<file path="src/design/psm_pkg.sv">
package psm_pkg;

    localparam int STACK_DEPTH = 512;
    localparam int CODE_DEPTH  = 1024;
    localparam int MAX_LEVEL   = 7;
    localparam int WORD_BITS   = 32;

    // instruction modes
    localparam logic [3:0] OP_LIT = 4'd0;
    localparam logic [3:0] OP_OPR = 4'd1;
    localparam logic [3:0] OP_LOD = 4'd2;
    localparam logic [3:0] OP_STO = 4'd3;
    localparam logic [3:0] OP_CAL = 4'd4;
    localparam logic [3:0] OP_INT = 4'd5;
    localparam logic [3:0] OP_JMP = 4'd6;
    localparam logic [3:0] OP_JPC = 4'd7;
    localparam logic [3:0] OP_RED = 4'd8;
    localparam logic [3:0] OP_WRT = 4'd9;

    // operator functions
    localparam logic [3:0] FN_RET = 4'd0;
    localparam logic [3:0] FN_NEG = 4'd1;
    localparam logic [3:0] FN_ADD = 4'd2;
    localparam logic [3:0] FN_SUB = 4'd3;
    localparam logic [3:0] FN_MUL = 4'd4;
    localparam logic [3:0] FN_DIV = 4'd5;
    localparam logic [3:0] FN_ODD = 4'd6;
    localparam logic [3:0] FN_MOD = 4'd7;
    localparam logic [3:0] FN_EQL = 4'd8;
    localparam logic [3:0] FN_NEQ = 4'd9;
    localparam logic [3:0] FN_LSS = 4'd10;
    localparam logic [3:0] FN_LEQ = 4'd11;
    localparam logic [3:0] FN_GTR = 4'd12;
    localparam logic [3:0] FN_GEQ = 4'd13;

    // fault codes
    localparam logic [1:0] FLT_NONE  = 2'd0;
    localparam logic [1:0] FLT_ILL   = 2'd1;
    localparam logic [1:0] FLT_DIV0  = 2'd2;
    localparam logic [1:0] FLT_RANGE = 2'd3;

    // divider request and reply
    typedef struct packed {
        logic        start;
        logic        is_mod;
    } div_ctl_t;

    typedef struct packed {
        logic        busy;
        logic        done;
    } div_sts_t;

endpackage

</file>
<file path="src/design/psm_div.sv">
// Signed restoring divider, one quotient bit per cycle, truncating toward zero.
module psm_div #(
    parameter int WORD_BITS = psm_pkg::WORD_BITS
) (
    input  logic                 aclk,
    input  logic                 aresetn,
    input  psm_pkg::div_ctl_t    ctl,
    input  logic [WORD_BITS-1:0] dividend,
    input  logic [WORD_BITS-1:0] divisor,
    output psm_pkg::div_sts_t    sts,
    output logic [WORD_BITS-1:0] result
);
    localparam int CW = $clog2(WORD_BITS + 1);

    logic [WORD_BITS-1:0] quo_reg, quo_next;
    logic [WORD_BITS-1:0] rem_reg, rem_next;
    logic [WORD_BITS-1:0] den_reg, den_next;
    logic [CW-1:0]        cnt_reg, cnt_next;
    logic                 busy_reg, busy_next;
    logic                 done_reg, done_next;
    logic                 negq_reg, negq_next;
    logic                 negr_reg, negr_next;
    logic                 mod_reg, mod_next;
    logic [WORD_BITS:0]   trial;
    logic [WORD_BITS:0]   shifted;

    always_comb begin
        quo_next  = quo_reg;
        rem_next  = rem_reg;
        den_next  = den_reg;
        cnt_next  = cnt_reg;
        busy_next = busy_reg;
        done_next = 1'b0;
        negq_next = negq_reg;
        negr_next = negr_reg;
        mod_next  = mod_reg;
        shifted   = {rem_reg, quo_reg[WORD_BITS-1]};
        trial     = shifted - {1'b0, den_reg};
        if (ctl.start) begin
            // load magnitudes
            quo_next  = dividend[WORD_BITS-1] ? (~dividend + 1'b1) : dividend;
            den_next  = divisor[WORD_BITS-1] ? (~divisor + 1'b1) : divisor;
            rem_next  = '0;
            cnt_next  = CW'(WORD_BITS);
            busy_next = 1'b1;
            negq_next = dividend[WORD_BITS-1] ^ divisor[WORD_BITS-1];
            negr_next = dividend[WORD_BITS-1];
            mod_next  = ctl.is_mod;
        end else if (busy_reg) begin
            if (!trial[WORD_BITS]) begin
                rem_next = trial[WORD_BITS-1:0];
                quo_next = {quo_reg[WORD_BITS-2:0], 1'b1};
            end else begin
                rem_next = shifted[WORD_BITS-1:0];
                quo_next = {quo_reg[WORD_BITS-2:0], 1'b0};
            end
            cnt_next = cnt_reg - 1'b1;
            if (cnt_reg == CW'(1)) begin
                busy_next = 1'b0;
                done_next = 1'b1;
            end
        end
    end

    always_ff @(posedge aclk) begin
        if (!aresetn) begin
            busy_reg <= 1'b0;
            done_reg <= 1'b0;
            cnt_reg  <= '0;
        end else begin
            busy_reg <= busy_next;
            done_reg <= done_next;
            cnt_reg  <= cnt_next;
        end
        quo_reg  <= quo_next;
        rem_reg  <= rem_next;
        den_reg  <= den_next;
        negq_reg <= negq_next;
        negr_reg <= negr_next;
        mod_reg  <= mod_next;
    end

    assign sts.busy = busy_reg;
    assign sts.done = done_reg;
    assign result   = mod_reg ? (negr_reg ? (~rem_reg + 1'b1) : rem_reg)
                              : (negq_reg ? (~quo_reg + 1'b1) : quo_reg);

`ifndef SYNTHESIS
    a_cnt_idle: assert property (@(posedge aclk) disable iff (!aresetn)
        !busy_reg |-> (cnt_reg == '0 || $past(busy_reg)))
        else $error("divider count left over");
    a_done_after_busy: assert property (@(posedge aclk) disable iff (!aresetn)
        done_reg |-> $past(busy_reg))
        else $error("divider done without work");
    a_no_both: assert property (@(posedge aclk) disable iff (!aresetn)
        !(done_reg && busy_reg))
        else $error("divider busy and done");
`endif
endmodule

</file>
<file path="config.mk">
export PLATFORM = sky130hd
export DESIGN_NAME = psm_div
export DESIGN_NICKNAME = d
export VERILOG_FILES = /design/src/design/psm_pkg.sv /design/src/design/psm_div.sv
export SDC_FILE = /design/constraint.sdc
export NUM_CORES = 1
export LEC_CHECK = 0
export BUFFER_PORTS_ARGS = -buffer_cell sky130_fd_sc_hd__buf_2
export CORE_AREA = 2 2 117 147
export DETAILED_ROUTE_END_ITERATION = 8
export DIE_AREA = 0 0 119 149
export PLACE_DENSITY = 0.76
export SYNTH_ARGS = -nofsm -noshare
export SYNTH_HDL_FRONTEND = slang
export SYNTH_SLANG_ARGS = --single-unit
</file>
<file path="constraint.sdc">
create_clock -name aclk -period 5.7 [get_ports aclk]
set_input_delay 0.855 -clock aclk [delete_from_list [all_inputs] [get_ports aclk]]
set_output_delay 0.855 -clock aclk [all_outputs]
set_load 0.02 [all_outputs]
</file>
==> results.yml <==
clocking:
  ctsRootBufferMaster: "clkbuf_16"
  path_clk_slew_ns: 0.08
  clk_latency_ns: 0.37
  cts_setup_buffers: 0
  clock_sinks: 107
  cts_tree: "yes"
  cts_hold_buf: 0
  cts_resized: 0
  cts_max_level: 3
  cts_buffers: 9
  clk_path_buf_depth: 2
synthesis:
  ys_seq_area_share_pct: 32.0
  synth_area_sq_mm: 0.00879
  syn_inst: 1060
  async_reset_ff_share_pct: 0
  synth_flop_cell: "edfxtp_1"
  synth_fp_nets: 1167
  synth_area_per_cell_sq_um: 8.30
  synth_edf_count: 67
  synth.distinct_cells: 61
  ys_ff_latch: 107
  synth_warnings: 0
die:
  dieArea_sq_mm: 0.0177
  initial_core_util_pct: 53.3
  chipWidth_um: 119
  core_area_sq_mm: 0.0165
  rows: 53
  fp.dieH_um: 149
  io_pins: 102
worst_setup_path:
  crit_path_end: "result[26]"
  crit_fanout: 4
  start_kind: "flip-flop"
  cp_num_buf_inv: 1
  path_class: "flip-flop to output pin"
  crit_family: "simple AND/OR/NAND/NOR gates"
  worst-endpoint-required_ns: 4.85
  cp_common_cell: "or3_4"
  rr_endpoint: "rem_reg[8]"
  worstPathArrival_ns: 3.61
  critPathMaxStageDelay_ns: 0.58
  crit_chain: "or4_4, nor4_4, nand2b_2, or3_4, or3_4, or3_4, o31ai_2, xor2_1, mux2i_1, buf_2"
  cp-startpoint: "quo_reg[5]"
  r2r_slack_ns: 1.64
  worst_setup_path_end_kind: "output pin"
  r2r_start: "quo_reg[31]"
  cpMaxStageDelayCell: "or4_4"
  cp.depth: 10
  r2r_cells: 13
drt:
  drt_first_pass_iters: 5
  ant_nets: 0
  vias: 7818
  drtIter0Drc: 592
  via_per_inst: 5.81
  wl_per_cell_um: 15.1
  drt-total-wl_um: 20300
  drc: 0
sta:
  rsz0062_at_grt: "no"
  slew_violations: 0
  max_freq_mhz: 224
  final_hold_viol_count: 0
  min_period_over_period_pct: 78.3
  finalSetupViolCount: 0
  finalSetupTns_ns: 0
  slew_headroom_pct: 34.4
  worst_pin_slew_ns: 0.983
  finalCriticalPeriod_ns: 4.46
  fin_skew_ns: 0.0108
power:
  switching_share_pct: 36.3
  power_frac_clock_pct: 24.1
  power_density_mw_per_mm2: 262
  p_comb_share_pct: 35.8
  p_seq_share_pct: 40.1
  p_leak_nw: 3.88
  vdd_drop_max_mv: 0.174
  p_int_mw: 1.62
  netSwitchingPower_mw: 0.922
grt:
  grt_use_total_pct: 22.8
  grt_pass1_wl_um: 33400
  grt_pass1_vias: 7102
  overflow: 0
  antenna_found_initial: 0
  grt_max_degree: 69
placed_design:
  dpl_cell_area_sq_mm: 0.00941
  finalWeightedCongestion: 0.895
  io_buffer_count: 101
  hpwlAfterDp_um: 15300
cells_and_area:
  nets: 1228
  syn2layout_area_growth_pct: 10.3
  final_cell_area_sq_mm: 0.00970
  diodes: 0
  drive_above_1_share_pct: 13.0
  nFillCells: 1483
job:
  maxCapViolations: 0
hold_path:
  hp-class: "flip-flop to flip-flop"
status:
  status: "finished, final reports clean"
cells in the mapped netlist (all sizes together) (2+ instances only):
library cell	instances	share of area, %
nor4	9	0.88
inv	47	2.0
o31ai	38	3.5
o211ai	5	0.43
nor3	15	0.85
a2111o	2	0.26
nand4	5	0.36
a21oi	72	4.1
edfxtp	67	23
and3	7	0.50
dfxtp	40	9.1
o41ai	18	1.9
xor2	68	6.8
nand2	91	3.9
a2111oi	2	0.20
o21ai	97	5.6
o21a	3	0.26
or2	5	0.36
nand3b	4	0.34
mux2i	4	0.46
a311o	4	0.46
a311oi	29	2.9
a211oi	7	0.60
or3	32	2.5
buf	12	0.60
xnor2	80	8.0
nand2b	13	0.95
a21o	22	1.9
or4	15	1.3
nor2	95	4.1
nand3	38	2.2
nor2b	7	0.50
a31oi	4	0.28
and4	2	0.20
clkbuf	48	2.0
a211o	2	0.20
ha	38	5.4
layout by cell type, fill, tap and decap left out, types with 3 or more instances in the layout:
cell type,count
o21ai_0,89
nand2b_1,12
or3_4,4
o211ai_1,5
o41ai_1,17
o21ai_1,7
dfxtp_1,39
and3_1,7
nand4_1,5
a311oi_1,29
clkinv_2,3
nand3b_1,4
nor4_1,7
or3_1,28
clkbuf_16,9
ha_1,38
a21o_1,22
a21oi_1,72
nor3_1,15
edfxtp_1,67
a311o_1,4
mux2i_1,4
nor2_1,95
xnor2_1,80
or4_1,14
a211oi_1,7
a31oi_1,4
or2_2,5
buf_2,100
nand2_1,91
o21a_1,3
clkbuf_8,3
nand3_1,38
xor2_1,68
o31ai_1,36
inv_1,47
nor2b_1,7
buf_4,10
layer usage:
layer  vias to the layer above  wire, um  global-route usage (%)
li1                       4018         -                       -
met1                      3546      9230                    30.1
met2                       222      9610                    38.3
met3                        32       898                    2.33
met4                         0       538                    9.46
met5                         -         0                       0
worst min-delay path by stage:
| stage | start | depth (start not counted) | endpoint | slack, ns |
|---|---|---|---|---|
| detailed placement | cnt_reg[0] | 2 | cnt_reg[0] | 0.49 |
| finish | cnt_reg[0] | 2 | cnt_reg[0] | 0.49 |
| global placement | cnt_reg[0] | 2 | cnt_reg[0] | 0.48 |
| global route | cnt_reg[1] | 2 | cnt_reg[1] | 0.52 |
| CTS | cnt_reg[0] | 2 | cnt_reg[0] | 0.50 |
| floorplan | cnt_reg[0] | 2 | cnt_reg[0] | 0.46 |
metrics by stage:
stage | cells | power, mW | util, % | setup WS, ns | hold WS [ns]
after floorplan | 1060 | 1.68 | - | 1.78 | 0.463
after global placement | 1330 | 1.92 | 57.0 | 1.65 | 0.476
after detailed placement | 1330 | 1.93 | 57.0 | 1.67 | 0.486
after CTS | 1346 | 2.55 | 58.8 | 1.22 | 0.496
after global routing | 1346 | 2.69 | 58.8 | 1.10 | 0.524
final | 1346 | 2.54 | 58.8 | 1.24 | 0.492
cell type report:
cell class              instances  area, sq um  share of cell area, %
clock buffers                  12          267                   2.75
clock inverters                 4         23.8                  0.245
inverters                      47          176                   1.82
multi-input cells             846         5570                   57.4
flip-flops and latches        107         2810                   29.0
well taps                     220          275                   2.84
repair buffers                110          576                   5.93
cells by family (layout without fill, tap and decap cells):
family	Yosys count	in the layout	share of synthesized area [%]
fa+ha+maj	39	39	5.63
simple gates	341	341	19.2
mux	5	5	0.583
compound gates	313	313	23.2
xor+xnor	148	148	14.7
flops	107	107	32.0
buf+inv	107	173	4.65
power by group through the flow:
stage	Clock, mW	Combinational, mW	Sequential, mW
finish	0.612	0.909	1.02
global route	0.654	1.01	1.03
CTS	0.629	0.906	1.02
detailed placement	0	0.898	1.03
global placement	0	0.893	1.03
floorplan	0	0.690	0.993
worst register-to-register path, cell delays in order, from the launching register on:
cell,delay [ns]
edfxtp_1,0.43
inv_1,0.06
ha_1,0.22
fa_1,0.40
nand2b_1,0.17
a21o_1,0.18
a31oi_1,0.33
a211oi_1,0.21
nand3b_1,0.26
a2111o_1,0.46
a21o_1,0.40
buf_4,0.30
a211o_1,0.30
a311oi_1,0.24
Power figures use the tool's default switching activity.
